### src/rtl/assert_macros.svh
// Assertion macros used by the subnet host monitor RTL.
// Standalone header; files that assert take it in with an include line.
`ifndef ASSERT_MACROS_SVH
`define ASSERT_MACROS_SVH
`ifndef SYNTHESIS
// Property must hold on every edge outside reset.
`define SUHM_ASSERT(lbl, clk, rst_n, prop) \
  lbl: assert property (@(posedge clk) disable iff (!rst_n) prop) \
    else $error("assertion failed");
// Condition must never be seen outside reset.
`define SUHM_NEVER(lbl, clk, rst_n, prop) \
  lbl: assert property (@(posedge clk) disable iff (!rst_n) !(prop)) \
    else $error("forbidden condition seen");
`else
`define SUHM_ASSERT(lbl, clk, rst_n, prop)
`define SUHM_NEVER(lbl, clk, rst_n, prop)
`endif
`endif

### src/rtl/suhm_pkg.sv
// Package for the subnet unique-host monitor: widths, register indexes,
// prefix record type and prefix helper functions. No dependencies.
`default_nettype none

package suhm_pkg;

  localparam int NumPrefix    = 4;
  localparam int AddrW        = 32;
  localparam int LenW         = 6;
  localparam int CountW       = 11;
  localparam int CfgW         = 38;
  localparam int CfgIdxW      = 3;
  localparam int InUseW       = 3;
  localparam int DefSeenDepth = 1024;

  localparam logic [CountW-1:0] CountMax = '1;
  localparam logic [LenW-1:0]   MaxLen   = 6'd32;

  typedef enum logic [CfgIdxW-1:0] {
    REG_PREFIX_A = 3'd0,
    REG_PREFIX_B = 3'd1,
    REG_PREFIX_C = 3'd2,
    REG_PREFIX_D = 3'd3,
    REG_IN_USE   = 3'd4
  } reg_idx_e;

  // Same packing as the configuration word: base above, length below.
  typedef struct packed {
    logic [AddrW-1:0] base;
    logic [LenW-1:0]  len;
  } prefix_t;

  // Counter update request from the sequencer.
  typedef struct packed {
    logic                 en;
    logic [NumPrefix-1:0] mask;
  } upd_t;

  // Status returned by the counter unit.
  typedef struct packed {
    logic                 halted;
    logic [NumPrefix-1:0] alert;
  } cnt_stat_t;

  function automatic logic [LenW-1:0] prefix_len(input logic [LenW-1:0] len);
    prefix_len = (len > MaxLen) ? MaxLen : len;
  endfunction

  function automatic logic [AddrW-1:0] prefix_mask(input logic [LenW-1:0] len);
    logic [LenW-1:0] l;
    l = prefix_len(len);
    if (l == '0) begin
      prefix_mask = '0;
    end else begin
      prefix_mask = {AddrW{1'b1}} << (MaxLen - l);
    end
  endfunction

endpackage

`default_nettype wire

### src/rtl/suhm_count.sv
// Host counters, one-time alert flags and the halt flag, updated once per new
// host. Depends on suhm_pkg.
`default_nettype none

module suhm_count (
  input  wire logic                                        clk_i,
  input  wire logic                                        rst_ni,
  input  wire suhm_pkg::upd_t                              upd_i,
  input  wire suhm_pkg::prefix_t [suhm_pkg::NumPrefix-1:0] prefix_i,
  output suhm_pkg::cnt_stat_t                              stat_o,
  output logic [suhm_pkg::NumPrefix-1:0][suhm_pkg::CountW-1:0] count_o
);

  logic [suhm_pkg::NumPrefix-1:0][suhm_pkg::CountW-1:0] cnt_q, cnt_inc;
  logic [suhm_pkg::NumPrefix-1:0] sent_q;
  logic [suhm_pkg::NumPrefix-1:0] full_hit, alert_hit;
  logic                           halted_q;

  always_comb begin
    for (int k = 0; k < suhm_pkg::NumPrefix; k++) begin
      logic [suhm_pkg::LenW-1:0] l;
      logic [32:0]               cap, used, twice;
      l          = suhm_pkg::prefix_len(prefix_i[k].len);
      cnt_inc[k] = (cnt_q[k] == suhm_pkg::CountMax) ? cnt_q[k] : cnt_q[k] + 1'b1;
      // capacity 2^(32-len)-2; a /32 has no capacity and is skipped
      cap   = (33'd1 << (suhm_pkg::MaxLen - l)) - 33'd2;
      used  = 33'(cnt_inc[k]);
      twice = 33'({cnt_inc[k], 1'b0});
      full_hit[k]  = upd_i.mask[k] && (l != suhm_pkg::MaxLen) && (used >= cap);
      alert_hit[k] = upd_i.mask[k] && (l != suhm_pkg::MaxLen) && (twice > cap) &&
                     !sent_q[k];
    end
  end

  always_ff @(posedge clk_i or negedge rst_ni) begin
    if (!rst_ni) begin
      cnt_q    <= '0;
      sent_q   <= '0;
      halted_q <= 1'b0;
    end else if (upd_i.en) begin
      for (int k = 0; k < suhm_pkg::NumPrefix; k++) begin
        if (upd_i.mask[k]) begin
          cnt_q[k] <= cnt_inc[k];
        end
      end
      sent_q   <= sent_q | alert_hit;
      halted_q <= halted_q | (|full_hit);
    end
  end

  assign stat_o.halted = halted_q;
  assign stat_o.alert  = alert_hit;
  assign count_o       = cnt_q;

endmodule

`default_nettype wire

### config.mk
export PLATFORM = sky130hd
export DESIGN_NAME = suhm_count
export DESIGN_NICKNAME = d
export VERILOG_FILES = /design/src/rtl/assert_macros.svh /design/src/rtl/suhm_pkg.sv /design/src/rtl/suhm_count.sv
export SDC_FILE = /design/constraint.sdc
export NUM_CORES = 1
export LEC_CHECK = 0
export ABC_AREA = 1
export BUFFER_PORTS_ARGS = -buffer_cell sky130_fd_sc_hd__buf_2
export CAP_MARGIN = 10
export CORE_UTILIZATION = 40
export DETAILED_ROUTE_END_ITERATION = 7
export PLACE_DENSITY = 0.66
export SLEW_MARGIN = 20
export SYNTH_ARGS = -nofsm -noshare
export SYNTH_HDL_FRONTEND = slang
export SYNTH_SLANG_ARGS = --single-unit
### constraint.sdc
create_clock -name clk_i -period 3.3 [get_ports clk_i]
set_input_delay 0.165 -clock clk_i [delete_from_list [all_inputs] [get_ports clk_i]]
set_output_delay 0.165 -clock clk_i [all_outputs]
set_load 0.01 [all_outputs]
==> impl_metrics.py <==
metrics = {
    "worst_setup_path": {
        "reg2reg_from": "count_o[13]$_DFFE_PN0P_",
        "startpoint_type": "flip-flop",
        "r2r.worst_path.cells": 25,
        "crit_path_end_kind": "primary output",
        "arrival_ns": 3.52,
        "worst-path-buf-inv": 6,
        "cp_cell_sequence": "inv_2 -> nor4_2 -> nand2_1 -> nor3_2 -> inv_1 -> nor2_2 -> inv_2 -> nor3_4 -> inv_2 -> buf_6 -> nand3_2 -> o21a_1 -> ha_1 -> nand2_2 -> nor2_2 -> nand4_1 -> nor2_2 -> o21ai_1 -> a21boi_1 -> o2111ai_2 -> nor2_1 -> buf_2",
        "required_ns": 3.13,
        "critical-path-top-delay-family": "simple AND/OR/NAND/NOR gates",
        "r2r-end": "halted_q$_DFFE_PN0P_",
        "cp_slowest_cell": "dfrtp_1",
        "path_class": "reg -> out",
        "max_stage_delay_ns": 0.36,
        "r2r_setup_slack_ns": -0.17,
        "crit_path_max_fanout": 5,
    },
    "synth": {
        "avgSynthCellArea_sq_um": 6.33,
        "syn_nets": 1466,
        "syn_area_sq_um": 7620,
        "synth_area_leader_cell": "ha_1",
        "synth_top_area_share_pct": 17.1,
        "yosys_warnings": 0,
        "synthFlopType": "dfrtp_1",
        "synth_fa_ha_area_share_pct": 17.1,
        "synth_simple_gate_area_share_pct": 39.5,
        "seq_area_frac_synth_pct": 16.1,
        "synth_edf_count": 0,
        "synth_top_family_by_area": "simple AND/OR/NAND/NOR gates",
        "synthArstFlopShare_pct": 100,
        "ys_types": 41,
        "synth_compound_gate_area_share_pct": 13.5,
        "synthMuxAreaShare_pct": 0,
        "synth_area_leaders": "ha_1 (17%), dfrtp_1 (16%), nand2_1 (15%)",
        "ys_top_cells_by_count": "nand2_1 (297), inv_1 (151), nor2_1 (124), nand3_1 (116), ha_1 (104)",
        "netlist_instances": 1203,
        "synth_xor_area_share_pct": 4.94,
        "synthMostInstantiatedCell": "nand2_1",
        "ys_seq_elements": 49,
    },
    "global_route": {
        "met1_usage_pct": 30.0,
        "grt_max_degree": 37,
        "grtUsageTotal_pct": 23.2,
        "first_global_vias": 8544,
        "antenna_found_initial": 0,
        "overflow": 0,
        "grtUsageMet2_pct": 41.7,
        "gr-usage-met3_pct": 2.50,
        "top_usage_layer": "met2",
        "grt_pass1_wl_um": 38000,
    },
    "worst_hold_path": {
        "min_path_type": "in -> reg",
        "hold_depth": 3,
        "hold_path_end": "halted_q$_DFFE_PN0P_",
        "hp-start": "upd_i[4]",
    },
    "finish": {
        "drive_above_1_share_pct": 35.9,
        "nFillCells": 1676,
        "nNetsFinal": 1843,
        "area_growth_pct": 48.9,
        "antennaDiodeCount": 0,
    },
    "route": {
        "drc": 0,
        "wl_per_cell_um": 13.2,
        "num_vias": 9298,
        "wl_um": 24000,
        "viasPerCell": 5.12,
        "dr.pass1.iters": 5,
        "drt-initial-drc-count": 505,
        "ant_nets": 0,
    },
    "run_status": {
        "status": "finished with violations",
        "violations": "setup timing",
    },
    "sta": {
        "fin_crit_ns": 3.68,
        "tightest_slew_ns": 0.496,
        "period_share_pct": 112,
        "whs_ns": 0.180,
        "finalHoldViolCount": 0,
        "rsz0062_at_grt": "true",
        "finClkSkew_ns": 0.00904,
        "worst_slack_ns": -0.384,
        "timing.fmax_mhz": 271,
        "setup_violations": 6,
        "slew_headroom_pct": 66.9,
        "drv_slew": 0,
        "timing.setup.tns_ns": -1.35,
    },
    "die": {
        "dieArea_sq_um": 19600,
        "pin_count": 208,
        "initial_core_util_pct": 40.7,
        "core_sq_um": 18700,
        "fp-row-count": 50,
        "fp.dieW_um": 140,
        "fp.dieH_um": 140,
    },
    "power_and_ir_drop": {
        "p_comb_share_pct": 67.8,
        "intPower_mw": 2.33,
        "p_sw_mw": 1.91,
        "leakage_nw": 6.34,
        "ir_worst_vdd_mv": 0.245,
        "switching_share_pct": 45.0,
        "pwr-share-seq_pct": 19.6,
        "powerDensity_nw_per_um2": 373,
        "clockPowerShare_pct": 12.7,
    },
    "cts": {
        "cts_root_buffer": "clkbuf_16",
        "cts_tree": "yes",
        "htree_levels": 2,
        "clk_latency_ns": 0.30,
        "clk_pin_slew_ns": 0.07,
        "cts-buffers-inserted": 5,
        "cts_max_path_buffers": 2,
        "clock-sinks": 49,
    },
    "flow_run": {
        "maxCapViolCount": 0,
    },
    "placed_design": {
        "port_buffers": 79,
        "place_hpwl_um": 18700,
        "place_congestion": 0.900,
    },
}
-- cells by family after synthesis --
| family | Yosys count |
|---|---|
| xor gates and xnor gates | 43 |
| DFF | 49 |
| buffers and inverters | 170 |
| adders and majority gates | 104 |
| AOI/OAI and AO/OA | 168 |
| and+or+nand+nor | 669 |
-- state kept, by name (all words and copies together), names as in the netlist --
register	count
count_o	44
halted_q	1
sent_q	4
-- worst max path at each step --
stage | depth (start not counted) | start | end
detailed placement | 24 | prefix_i[119] | stat_o[3]
global placement | 28 | prefix_i[119] | halted_q$_DFFE_PN0P_
global route | 22 | count_o[13]$_DFFE_PN0P_ | stat_o[1]
floorplan | 25 | count_o[33]$_DFFE_PN0P_ | halted_q$_DFFE_PN0P_
CTS | 20 | count_o[33]$_DFFE_PN0P_ | stat_o[3]
finish | 22 | count_o[13]$_DFFE_PN0P_ | stat_o[1]
-- cell usage in the layout, fill, tap and decap left out, types with 4 or more instances in the layout --
master and instances:
nand2_2 26, o21ai_0 49, nand4_1 38, inv_2 20
clkbuf_16 5, o21bai_1 6, buf_2 79, buf_6 5
nand2_1 277, ha_4 15, xnor2_1 7, o21a_1 4
xor2_1 29, nor2_2 30, ha_1 86, o21ai_1 8
buf_4 300, nand3_1 110, nor2_1 104, o21ai_2 10
xor2_2 7, nor3_2 7, nand3b_1 12, dfrtp_1 49
nor3_1 24, o31ai_1 4, inv_1 135, o21ai_4 5
nand3_2 12, nor3_4 7, a21oi_1 33, nor2_4 5
nor4_2 4, a21oi_2 11, o211ai_1 30, nand2_4 4
-- worst min-delay path: cells and delay by family --
kind | cells | cell delay [ns]
buffers and inverters | 1 | 0.16
AND/OR/NAND/NOR | 2 | 0.12
-- through the flow --
step | setup slack [ns] | utilization [%] | instances | power, mW | cell area (sq um)
finish | -0.384 | 60.6 | 1815 | 4.23 | 11300
detailed placement | -0.252 | 54.4 | 1761 | 3.21 | 10200
global placement | -0.193 | 54.4 | 1761 | 3.15 | 10200
floorplan | 0.0575 | - | 1203 | 2.12 | 7620
CTS | -0.333 | 57.5 | 1798 | 3.95 | 10800
global route | -0.594 | 60.6 | 1815 | 4.58 | 11300
-- layer usage --
| layer | wire [um] | up-vias |
|---|---|---|
| met1 | 10900 | 4264 |
| li1 | - | 4794 |
| met4 | 416 | 0 |
| met2 | 11800 | 200 |
| met5 | 0 | - |
| met3 | 789 | 40 |
-- final cells by class --
cell class	instances	area, sq um	share of cell area (%)
Tap cell	234	293	2.58
Multi-Input combinational cell	984	6380	56.2
Inverter	155	582	5.13
Clock inverter	3	22.5	0.199
Timing Repair Buffer	385	2710	23.9
Sequential cell	49	1230	10.8
Clock buffer	5	125	1.10
-- power groups by stage --
stage / Clock [mW] / Sequential, mW / Combinational (mW)
after floorplan: 0 / 0.933 / 1.18
after global placement: 0 / 0.825 / 2.32
after detailed placement: 0 / 0.830 / 2.38
after CTS: 0.551 / 0.819 / 2.57
after global routing: 0.578 / 0.842 / 3.15
final: 0.536 / 0.827 / 2.87
-- repair_timing --
action / in CTS / in global routing
hold buffers: 1 / 0
setup endpoints to repair: 8 / 9
resized for setup: 58 / 105
setup buffers: 30 / 20
pin swaps: 36 / 62
hold endpoints to repair: 13 / 0
No activity file was read; power rests on OpenSTA's default activity.
