--- config.mk ---
export PLATFORM = sky130hd
export DESIGN_NAME = suhm_match
export DESIGN_NICKNAME = d
export VERILOG_FILES = /design/src/rtl/assert_macros.svh /design/src/rtl/suhm_pkg.sv /design/src/rtl/suhm_match.sv
export SDC_FILE = /design/constraint.sdc
export NUM_CORES = 1
export LEC_CHECK = 0
export BUFFER_PORTS_ARGS = -buffer_cell sky130_fd_sc_hd__buf_2
export CORE_ASPECT_RATIO = 0.7
export CORE_MARGIN = 2
export CORE_UTILIZATION = 35
export CTS_CLUSTER_DIAMETER = 50
export DETAILED_ROUTE_END_ITERATION = 8
export PLACE_DENSITY = 0.67
export SLEW_MARGIN = 10
export SYNTH_ARGS = -nofsm -noshare
export SYNTH_HDL_FRONTEND = slang
export SYNTH_SLANG_ARGS = --single-unit
--- constraint.sdc ---
create_clock -name clk_i -period 4.8 [get_ports clk_i]
set_input_delay 0.96 -clock clk_i [delete_from_list [all_inputs] [get_ports clk_i]]
set_output_delay 0.96 -clock clk_i [all_outputs]
set_load 0.005 [all_outputs]
--- src/rtl/assert_macros.svh ---
// Assertion macros used by the subnet host monitor RTL.
// Standalone header; files that assert take it in with an include line.
`ifndef ASSERT_MACROS_SVH
`define ASSERT_MACROS_SVH
`ifndef SYNTHESIS
// Property must hold on every edge outside reset.
`define SUHM_ASSERT(lbl, clk, rst_n, prop) \
  lbl: assert property (@(posedge clk) disable iff (!rst_n) prop) \
    else $error("assertion failed");
// Condition must never be seen outside reset.
`define SUHM_NEVER(lbl, clk, rst_n, prop) \
  lbl: assert property (@(posedge clk) disable iff (!rst_n) !(prop)) \
    else $error("forbidden condition seen");
`else
`define SUHM_ASSERT(lbl, clk, rst_n, prop)
`define SUHM_NEVER(lbl, clk, rst_n, prop)
`endif
`endif

--- src/rtl/suhm_pkg.sv ---
// Package for the subnet unique-host monitor: widths, register indexes,
// prefix record type and prefix helper functions. No dependencies.
`default_nettype none

package suhm_pkg;

  localparam int NumPrefix    = 4;
  localparam int AddrW        = 32;
  localparam int LenW         = 6;
  localparam int CountW       = 11;
  localparam int CfgW         = 38;
  localparam int CfgIdxW      = 3;
  localparam int InUseW       = 3;
  localparam int DefSeenDepth = 1024;

  localparam logic [CountW-1:0] CountMax = '1;
  localparam logic [LenW-1:0]   MaxLen   = 6'd32;

  typedef enum logic [CfgIdxW-1:0] {
    REG_PREFIX_A = 3'd0,
    REG_PREFIX_B = 3'd1,
    REG_PREFIX_C = 3'd2,
    REG_PREFIX_D = 3'd3,
    REG_IN_USE   = 3'd4
  } reg_idx_e;

  // Same packing as the configuration word: base above, length below.
  typedef struct packed {
    logic [AddrW-1:0] base;
    logic [LenW-1:0]  len;
  } prefix_t;

  // Counter update request from the sequencer.
  typedef struct packed {
    logic                 en;
    logic [NumPrefix-1:0] mask;
  } upd_t;

  // Status returned by the counter unit.
  typedef struct packed {
    logic                 halted;
    logic [NumPrefix-1:0] alert;
  } cnt_stat_t;

  function automatic logic [LenW-1:0] prefix_len(input logic [LenW-1:0] len);
    prefix_len = (len > MaxLen) ? MaxLen : len;
  endfunction

  function automatic logic [AddrW-1:0] prefix_mask(input logic [LenW-1:0] len);
    logic [LenW-1:0] l;
    l = prefix_len(len);
    if (l == '0) begin
      prefix_mask = '0;
    end else begin
      prefix_mask = {AddrW{1'b1}} << (MaxLen - l);
    end
  endfunction

endpackage

`default_nettype wire

--- src/rtl/suhm_match.sv ---
// Prefix match stage: compares one address against the active prefixes and
// registers the hit mask. Depends on suhm_pkg.
`default_nettype none

module suhm_match (
  input  wire logic                                   clk_i,
  input  wire logic                                   en_i,
  input  wire logic [suhm_pkg::AddrW-1:0]             addr_i,
  input  wire suhm_pkg::prefix_t [suhm_pkg::NumPrefix-1:0] prefix_i,
  input  wire logic [suhm_pkg::InUseW-1:0]            in_use_i,
  output logic      [suhm_pkg::NumPrefix-1:0]         match_o
);

  logic [suhm_pkg::NumPrefix-1:0] match_d;

  always_comb begin
    for (int k = 0; k < suhm_pkg::NumPrefix; k++) begin
      logic [suhm_pkg::AddrW-1:0] m;
      m = suhm_pkg::prefix_mask(prefix_i[k].len);
      // slots at or above the in-use count stay dark; larger counts enable all
      match_d[k] = (in_use_i > suhm_pkg::InUseW'(k)) &&
                   ((addr_i & m) == (prefix_i[k].base & m));
    end
  end

  always_ff @(posedge clk_i) begin
    if (en_i) begin
      match_o <= match_d;
    end
  end

endmodule

`default_nettype wire

==> results of run 1 <==
==> layout make-up <==
type / count / share of cell area
clock buffer: 3 / 0.01758
inverter: 15 / 0.01318
multi-input combinational: 406 / 0.6792
sequential: 4 / 0.02813
tap: 120 / 0.03516
timing repair buffer: 193 / 0.2268
==> layout by cell type (no fill, tap or decap), types with 9 or more instances in the layout <==
master and count:
a21oi_1 30, buf_2 192, ha_1 12, inv_1 15, nand2_1 23, nand3_1 11, nor2_1 32, nor3_1 9
nor4_1 9, o21ai_0 31, o22ai_1 11, xnor2_1 50, xor2_1 85
==> worst paths after layout <==
kind	start	to	cells past startpoint	slack [ns]
hold / removal	en_i	match_o[0]	1	1.06
setup / recovery	prefix_i[43]	match_o[1]	10	1.40
==> per-layer routing <==
| metal | vias to the layer above | share of wire | global-route usage |
|---|---|---|---|
| li1 | 1968 | - | - |
| met1 | 1970 | 0.46 | 0.4225 |
| met2 | 281 | 0.43 | 0.4535 |
| met3 | 30 | 0.091 | 0.04161 |
| met4 | 0 | 0.016 | 0.05348 |
| met5 | - | 0 | 0 |
==> power by group <==
part,internal (mW),switching [mW],total (mW)
Clock,0.106,0.0227,0.129
Sequential,0.0409,0.000953,0.0418
Combinational,0.195,0.272,0.467
==> per-stage QoR <==
stage / hold WS (ns) / total power, mW
after global routing: 1.048 / 0.6826
after global placement: 1.270 / 0.4985
after floorplan: 1.073 / 0.2982
after detailed placement: 1.272 / 0.4975
after CTS: 1.042 / 0.6308
final: 1.055 / 0.6377
==> cell families (layout without fill, tap and decap cells) <==
family | after synthesis | after routing
mux | 2 | 2
xor+xnor | 136 | 136
fa+ha+maj | 17 | 17
simple gates | 116 | 116
flops | 4 | 4
buf+inv | 23 | 211
compound gates | 135 | 135
==> results.json, run 1 <==
{
  "run_status": "complete, no violations",
  "drive_gt1_frac": 0.3301,
  "vias": 4249,
  "track_usage": 0.2900,
  "clock_sinks": 4,
  "finalInstanceArea_um2": 4270,
  "yosys.area.top_type_share": 0.2388,
  "core_area_um2": 8548,
  "arrival_ns": 3.39,
  "synth_enable_flop_cells": 4,
  "ant_nets": 0,
  "largest_register_ffs": 4,
  "path_delay_family": "compound AO/OA/AOI/OAI gates",
  "layout.nets": 824,
  "io-pin-count": 193,
  "synth-adder-area-share": 0.06421,
  "worst_pin_slew_ns": 1.094,
  "cts_buffer_depth": 2,
  "synth_xor_area_frac": 0.3844,
  "viasPerCell": 5.734,
  "max_stage_delay_ns": 0.44,
  "syn_area_um2": 3118,
  "dp_hpwl_um": 12540,
  "grt_pass1_vias": 3979,
  "top_regs": "match_o: 4 flops",
  "fp.dieH_um": 82.97,
  "grt_first_pass_wirelength_um": 21630,
  "fin_crit_sh": 0.7077,
  "register_area_um2": 120.1,
  "synth_cell_type_count": 64,
  "dpl_cell_area_um2": 4195,
  "power_leakage_nw": 1.903,
  "n_fill_cell": 906,
  "synth_area_leaders": "xor2_1 24%, xnor2_1 14%, o21ai_0 5.0%",
  "wl_per_cell_um": 19.92,
  "synth_mux_area_frac": 0.006421,
  "cts-buffers-inserted": 3,
  "rows": 28,
  "avgSynthCellArea_um2": 7.201,
  "cp_max_fo": 15,
  "path_buf_inv": 2,
  "synth_compound_area_frac": 0.2885,
  "drt_iter0_drc": 398,
  "clkTransAtPathRegs_ns": 0.03,
  "crit_path_end_kind": "register",
  "first_pass_iters": 5,
  "slew_headroom": 0.2652,
  "h-tree-depth": 1,
  "cts_tree": "done",
  "wirelength_um": 14760,
  "finish.utilization": 0.4996,
  "critPathLaunchType": "input port",
  "period_needed_ns": 3.397,
  "ys_seq_area_frac": 0.03852,
  "die_area_um2": 9692,
  "synth-seq-cells": 4,
  "die_w_um": 116.8,
  "grt_max_degree": 18,
  "finalSetupViolations": 0,
  "syn2layout_area_growth_pct": 36.96,
  "placed_cells": 738,
  "criticalPathCategory": "in2reg",
  "synth_simple_gate_area_frac": 0.1866,
  "ys_warn_count": 0,
  "start_util": 0.3648,
  "setup_ws_ns": 1.403,
  "grt.overflow.total": 0,
  "hold_class": "in2reg",
  "gp_congestion": 0.9720,
  "yosysTopAreaCell": "xor2_1",
  "top_register": "match_o",
  "max-cap-violations": 0,
  "fmax_ghz": 0.2944,
  "layout.cells.non_filler": 741,
  "cts_root_buf": "clkbuf_16",
  "synth_most_common_cell": "xor2_1",
  "finalHoldViolCount": 0,
  "synth-async-reset-ratio": 0,
  "io_buffer_count": 192,
  "synthTopCellsByCount": "85 x xor2_1, 50 x xnor2_1, 32 x nor2_1, 31 x o21ai_0, 30 x a21oi_1",
  "synthCells": 433,
  "cts_resized": 0,
  "ys.flop_type": "edfxtp_1",
  "crit_path_cell_trace": "buf_2, nor2b_1, inv_1, ha_1, xnor2_2, nor2_2, nor2_1, o32a_1, o41a_1, o31ai_1",
  "syn-num-nets": 634,
  "drv_slew": 0,
  "antenna_found_initial": 0,
  "vdd_ir_drop_max_uv": 77.07,
  "slowest_stage": "o41a_1",
  "dpl_worst_slack_ns": 1.200,
  "drc": 0,
  "power_density_nw_per_um2": 149.3,
  "diodes": 0,
  "required_ns": 4.79,
  "rsz0062_at_grt": "false",
  "synth_top_family_by_area": "XOR/XNOR gates",
  "setup_tns_ns": 0,
  "multi_input_area_um2": 2900,
  "post_cts_buffers": 0,
  "postCtsHoldBufs": 0
}
(Power assumes the default switching activity.)
==> run 2, diff against run 1 <==
- PLACE_DENSITY: 0.67 -> 0.7
- clock period: 4.8 -> 3 ns (I/O delays scaled with it)
==> run 2 against run 1 <==
  * Flip-flop and latch count unchanged
  * Final area grew 1.2%
  * Worst setup slack got worse by 1.2 ns
  * Routed wire length about the same
  * Die area is the same
  * Critical path depth unchanged
  * Global-route usage grew 0.86 points
  * Core utilization grew 0.61 points
  * Count of clock-buffer cells in the layout is the same
  * Critical endpoint is now match_o[3]
==> results.json, run 2 (synthesis gave the netlist of run 1 again) <==
{
  "die_area_um2": 9692,
  "n_fill_cell": 898,
  "drc": 0,
  "finish.utilization": 0.5057,
  "top_register": "match_o",
  "dp_hpwl_um": 12560,
  "grt.overflow.total": 0,
  "hold_class": "in2reg",
  "power.internal_mw": 0.5597,
  "io-pin-count": 193,
  "endpoint": "match_o[3]",
  "power_density_nw_per_um2": 240.9,
  "drive_gt1_frac": 0.3376,
  "setup_ws_ns": 0.1829,
  "slowest_stage": "xnor2_1",
  "p_sw_mw": 0.4817,
  "viasPerCell": 5.733,
  "finalSetupViolations": 0,
  "grt_max_degree": 18,
  "crit_path_cell_trace": "buf_2, inv_1, nand2_1, ha_1, xnor2_1, maj3_1, o22ai_1, o2111ai_1, o21a_1, o31ai_1",
  "postCtsHoldBufs": 0,
  "h-tree-depth": 1,
  "fmax_ghz": 0.3550,
  "gp_congestion": 0.9623,
  "slew_headroom": 0.3819,
  "top_regs": "match_o: 4 flops",
  "cp_max_fo": 11,
  "placed_cells": 745,
  "layout.cells.non_filler": 748,
  "power_leakage_nw": 1.936,
  "clock_sinks": 4,
  "rsz0062_at_grt": "false",
  "final_common_cell": "buf_2",
  "cts_tree": "done",
  "worstHoldStart": "en_i",
  "grt_pass1_vias": 4256,
  "io_buffer_count": 192,
  "antenna_found_initial": 0,
  "first_pass_iters": 5,
  "dpl_worst_slack_ns": 0.02881,
  "fin_crit_sh": 0.9390,
  "max_stage_delay_ns": 0.77,
  "drt_iter0_drc": 500,
  "largest_register_ffs": 4,
  "start_util": 0.3648,
  "arrival_ns": 2.78,
  "period_needed_ns": 2.817,
  "rows": 28,
  "switching_share": 0.4626,
  "cts_root_buf": "clkbuf_16",
  "wirelength_um": 14770,
  "comb_power_share": 0.731,
  "final_cell_mix": "192 x buf_2, 85 x xor2_1, 50 x xnor2_1, 32 x nor2_1, 31 x o21ai_0",
  "critPathLaunchType": "input port",
  "power.share.clock": 0.205,
  "cts_resized": 0,
  "max-cap-violations": 0,
  "syn2layout_area_growth_pct": 38.64,
  "crit_path_end_kind": "register",
  "die_w_um": 116.8,
  "drv_slew": 0,
  "crit_start": "prefix_i[119]",
  "finalHoldViolCount": 0,
  "post_cts_buffers": 0,
  "wl_per_cell_um": 19.75,
  "run_status": "complete, no violations",
  "core_area_um2": 8548,
  "vdd_ir_drop_max_uv": 171.5,
  "cts-buffers-inserted": 3,
  "seq_power_share": 0.064,
  "layout.nets": 831,
  "diodes": 0,
  "power_mw": 1.041,
  "worst_pin_slew_ns": 0.9205,
  "clkTransAtPathRegs_ns": 0.03,
  "grt_first_pass_wirelength_um": 22480,
  "cts_buffer_depth": 2,
  "track_usage": 0.2986,
  "setup_tns_ns": 0,
  "fp.dieH_um": 82.97,
  "ant_nets": 0,
  "criticalPathCategory": "in2reg",
  "vias": 4288,
  "required_ns": 2.96
}
==> run 2: worst min-delay path by stage <==
stage | slack (ns) | cells past startpoint | end
after CTS | 0.69 | 1 | match_o[2]
after global placement | 0.92 | 1 | match_o[2]
after global routing | 0.68 | 1 | match_o[2]
after floorplan | 0.71 | 0 | match_o[0]
after detailed placement | 0.92 | 1 | match_o[2]
final | 0.70 | 1 | match_o[3]
==> run 2: layout make-up <==
| class | instances | area [um^2] | share of cell area |
|---|---|---|---|
| clock buffers | 3 | 75.07 | 0.01737 |
| inverters | 15 | 56.30 | 0.01302 |
| multi-input cells | 406 | 2900 | 0.6709 |
| flip-flops and latches | 4 | 120.1 | 0.02779 |
| well taps | 120 | 150.1 | 0.03473 |
| repair buffers | 200 | 1021 | 0.2362 |
==> run 2: routing by layer <==
layer,GRT usage,vias up,share of wire
met4,0.09947,0,0.039
li1,-,1988,-
met1,0.4336,1947,0.44
met5,0,-,0
met2,0.4540,308,0.42
met3,0.03285,45,0.10
==> run 2: worst max-delay path, delay by kind of cell <==
kind	cells	cell delay (ns)
XOR/XNOR	1	0.77
adder cells (fa/ha/maj)	2	0.58
AO/OA/AOI/OAI	4	0.45
buffers and inverters	2	0.26
AND/OR/NAND/NOR	1	0.12
==> run 2: through the flow <==
| step | cell area, um^2 | hold WS (ns) |
|---|---|---|
| finish | 4323 | 0.6983 |
| floorplan | 3118 | 0.7125 |
| CTS | 4323 | 0.6859 |
| global placement | 4248 | 0.9175 |
| global route | 4323 | 0.6844 |
| detailed placement | 4248 | 0.9166 |
==> run 2: power by group through the flow <==
| stage | Combinational, mW | Sequential (mW) | Clock (mW) |
|---|---|---|---|
| 6_report | 0.761 | 0.0671 | 0.213 |
| 2_1_floorplan | 0.410 | 0.0674 | 0 |
| 3_5_place_dp | 0.741 | 0.0678 | 0 |
| 4_1_cts | 0.746 | 0.0670 | 0.214 |
| 3_3_place_gp | 0.736 | 0.0681 | 0 |
| 5_1_grt | 0.829 | 0.0674 | 0.218 |
==> run 3, diff against run 2 <==
- BUFFER_PORTS_ARGS: -buffer_cell sky130_fd_sc_hd__buf_2 -> unset
- CELL_PAD_IN_SITES_DETAIL_PLACEMENT: unset -> 0
- CELL_PAD_IN_SITES_GLOBAL_PLACEMENT: unset -> 1
- DONT_BUFFER_PORTS: unset -> 1
- PLACE_DENSITY: 0.7 -> unset
- PLACE_DENSITY_LB_ADDON: unset -> 0.1
==> run 3 against run 2 <==
  * Clock power about the same
  * Largest cell class unchanged
  * Global-route usage decreased by 2.6 points
  * Highest routed layer unchanged
  * First-iteration DRC count down 27%
  * Sequential power grew 2%
  * Maximum frequency rose by 6.4%
  * Routed wire length shrank 5.4%
  * Worst hold slack got worse by 0.22 ns
  * Critical path depth down 1
  * Worst setup slack better by 0.17 ns
==> results.json, run 3 (synthesis gave the netlist of run 1 again) <==
{
  "finalSetupViolations": 0,
  "period_needed_ns": 2.649,
  "clkTransAtPathRegs_ns": 0.03,
  "run_status": "complete, no violations",
  "required_ns": 3.02,
  "die_area_um2": 9692,
  "viasPerCell": 6.149,
  "ant_nets": 0,
  "io_buffer_count": 0,
  "postCtsHoldBufs": 0,
  "wirelength_um": 13980,
  "core_area_um2": 8548,
  "max-cap-violations": 0,
  "grt_pass1_vias": 3338,
  "h-tree-depth": 1,
  "clock_sinks": 4,
  "dpl_worst_slack_ns": 0.09483,
  "grt_first_pass_wirelength_um": 19800,
  "finalHoldViolCount": 0,
  "vdd_ir_drop_max_uv": 119.0,
  "largest_register_ffs": 4,
  "final_cell_mix": "85 x xor2_1, 50 x xnor2_1, 32 x nor2_1, 31 x o21ai_0, 30 x a21oi_1",
  "io-pin-count": 193,
  "dp_hpwl_um": 12110,
  "cts-buffers-inserted": 3,
  "post_cts_buffers": 0,
  "antenna_found_initial": 0,
  "fmax_ghz": 0.3776,
  "wl_per_cell_um": 25.14,
  "criticalPathCategory": "in2reg",
  "track_usage": 0.2724,
  "start_util": 0.3648,
  "top_regs": "match_o: 4 flops",
  "drc": 0,
  "syn2layout_area_growth_pct": 8.226,
  "final_common_cell": "xor2_1",
  "hold_class": "in2reg",
  "grt_max_degree": 18,
  "cts_tree": "done",
  "drt_iter0_drc": 367,
  "critPathLaunchType": "input port",
  "vias": 3419,
  "fp.dieH_um": 82.97,
  "crit_path_end_kind": "register",
  "first_pass_iters": 6,
  "setup_tns_ns": 0,
  "grt.overflow.total": 0,
  "diodes": 0,
  "power_leakage_nw": 1.185,
  "arrival_ns": 2.67,
  "drv_slew": 0,
  "rsz0062_at_grt": "false",
  "layout.nets": 639,
  "rows": 28,
  "top_register": "match_o",
  "cp_max_fo": 10,
  "drive_gt1_frac": 0.04587,
  "gp_congestion": 0.9457,
  "setup_ws_ns": 0.3513,
  "worst_pin_slew_ns": 0.5242,
  "fin_crit_sh": 0.8829,
  "die_w_um": 116.8,
  "slew_headroom": 0.6482,
  "cts_buffer_depth": 2,
  "cts_resized": 0,
  "cts_root_buf": "clkbuf_16",
  "power_density_nw_per_um2": 246.8
}
==> run 3: per-layer routing <==
| layer | part of all wire | vias up | track usage |
|---|---|---|---|
| met4 | 0.023 | 0 | 0.05455 |
| met5 | 0 | - | 0 |
| met2 | 0.41 | 234 | 0.4020 |
| met3 | 0.11 | 24 | 0.05474 |
| li1 | - | 1599 | - |
| met1 | 0.46 | 1562 | 0.4053 |
==> run 3: critical path, stage by stage <==
cell     delay (ns)
nor2b_1        0.14
inv_1          0.07
ha_1           0.28
xnor2_2        0.27
nor2_2         0.16
nor2_1         0.06
o32a_1         0.29
o41a_1         0.45
o31ai_1        0.34
==> run 3: cell type report <==
cell class / instances / area [um^2]
flip-flops and latches: 4 / 120.1
well taps: 120 / 150.1
repair buffers: 8 / 72.57
inverters: 15 / 56.30
fillers: 948 / 5174
clock buffers: 3 / 75.07
multi-input cells: 406 / 2900
==> run 3: final timing paths <==
| kind | start | to | slack [ns] | cells past startpoint |
|---|---|---|---|---|
| max | prefix_i[38] | match_o[1] | 0.35 | 9 |
| min | en_i | match_o[3] | 0.48 | 0 |
==> run 3: through the flow <==
step	util	hold WS, ns	area, um^2	total power [mW]	cells
after global routing	0.3948	0.4743	3374	0.8929	556
after detailed placement	0.3860	0.7136	3299	0.6070	553
after floorplan	-	0.7125	3118	0.4771	433
after global placement	0.3860	0.7140	3299	0.6122	553
final	0.3948	0.4817	3374	0.8329	556
after CTS	0.3948	0.4809	3374	0.8230	556
==> run 3: power breakdown <==
group | internal (mW) | switching, mW
logic | 0.245 | 0.308
clock network | 0.171 | 0.0411
registers | 0.0656 | 0.00267
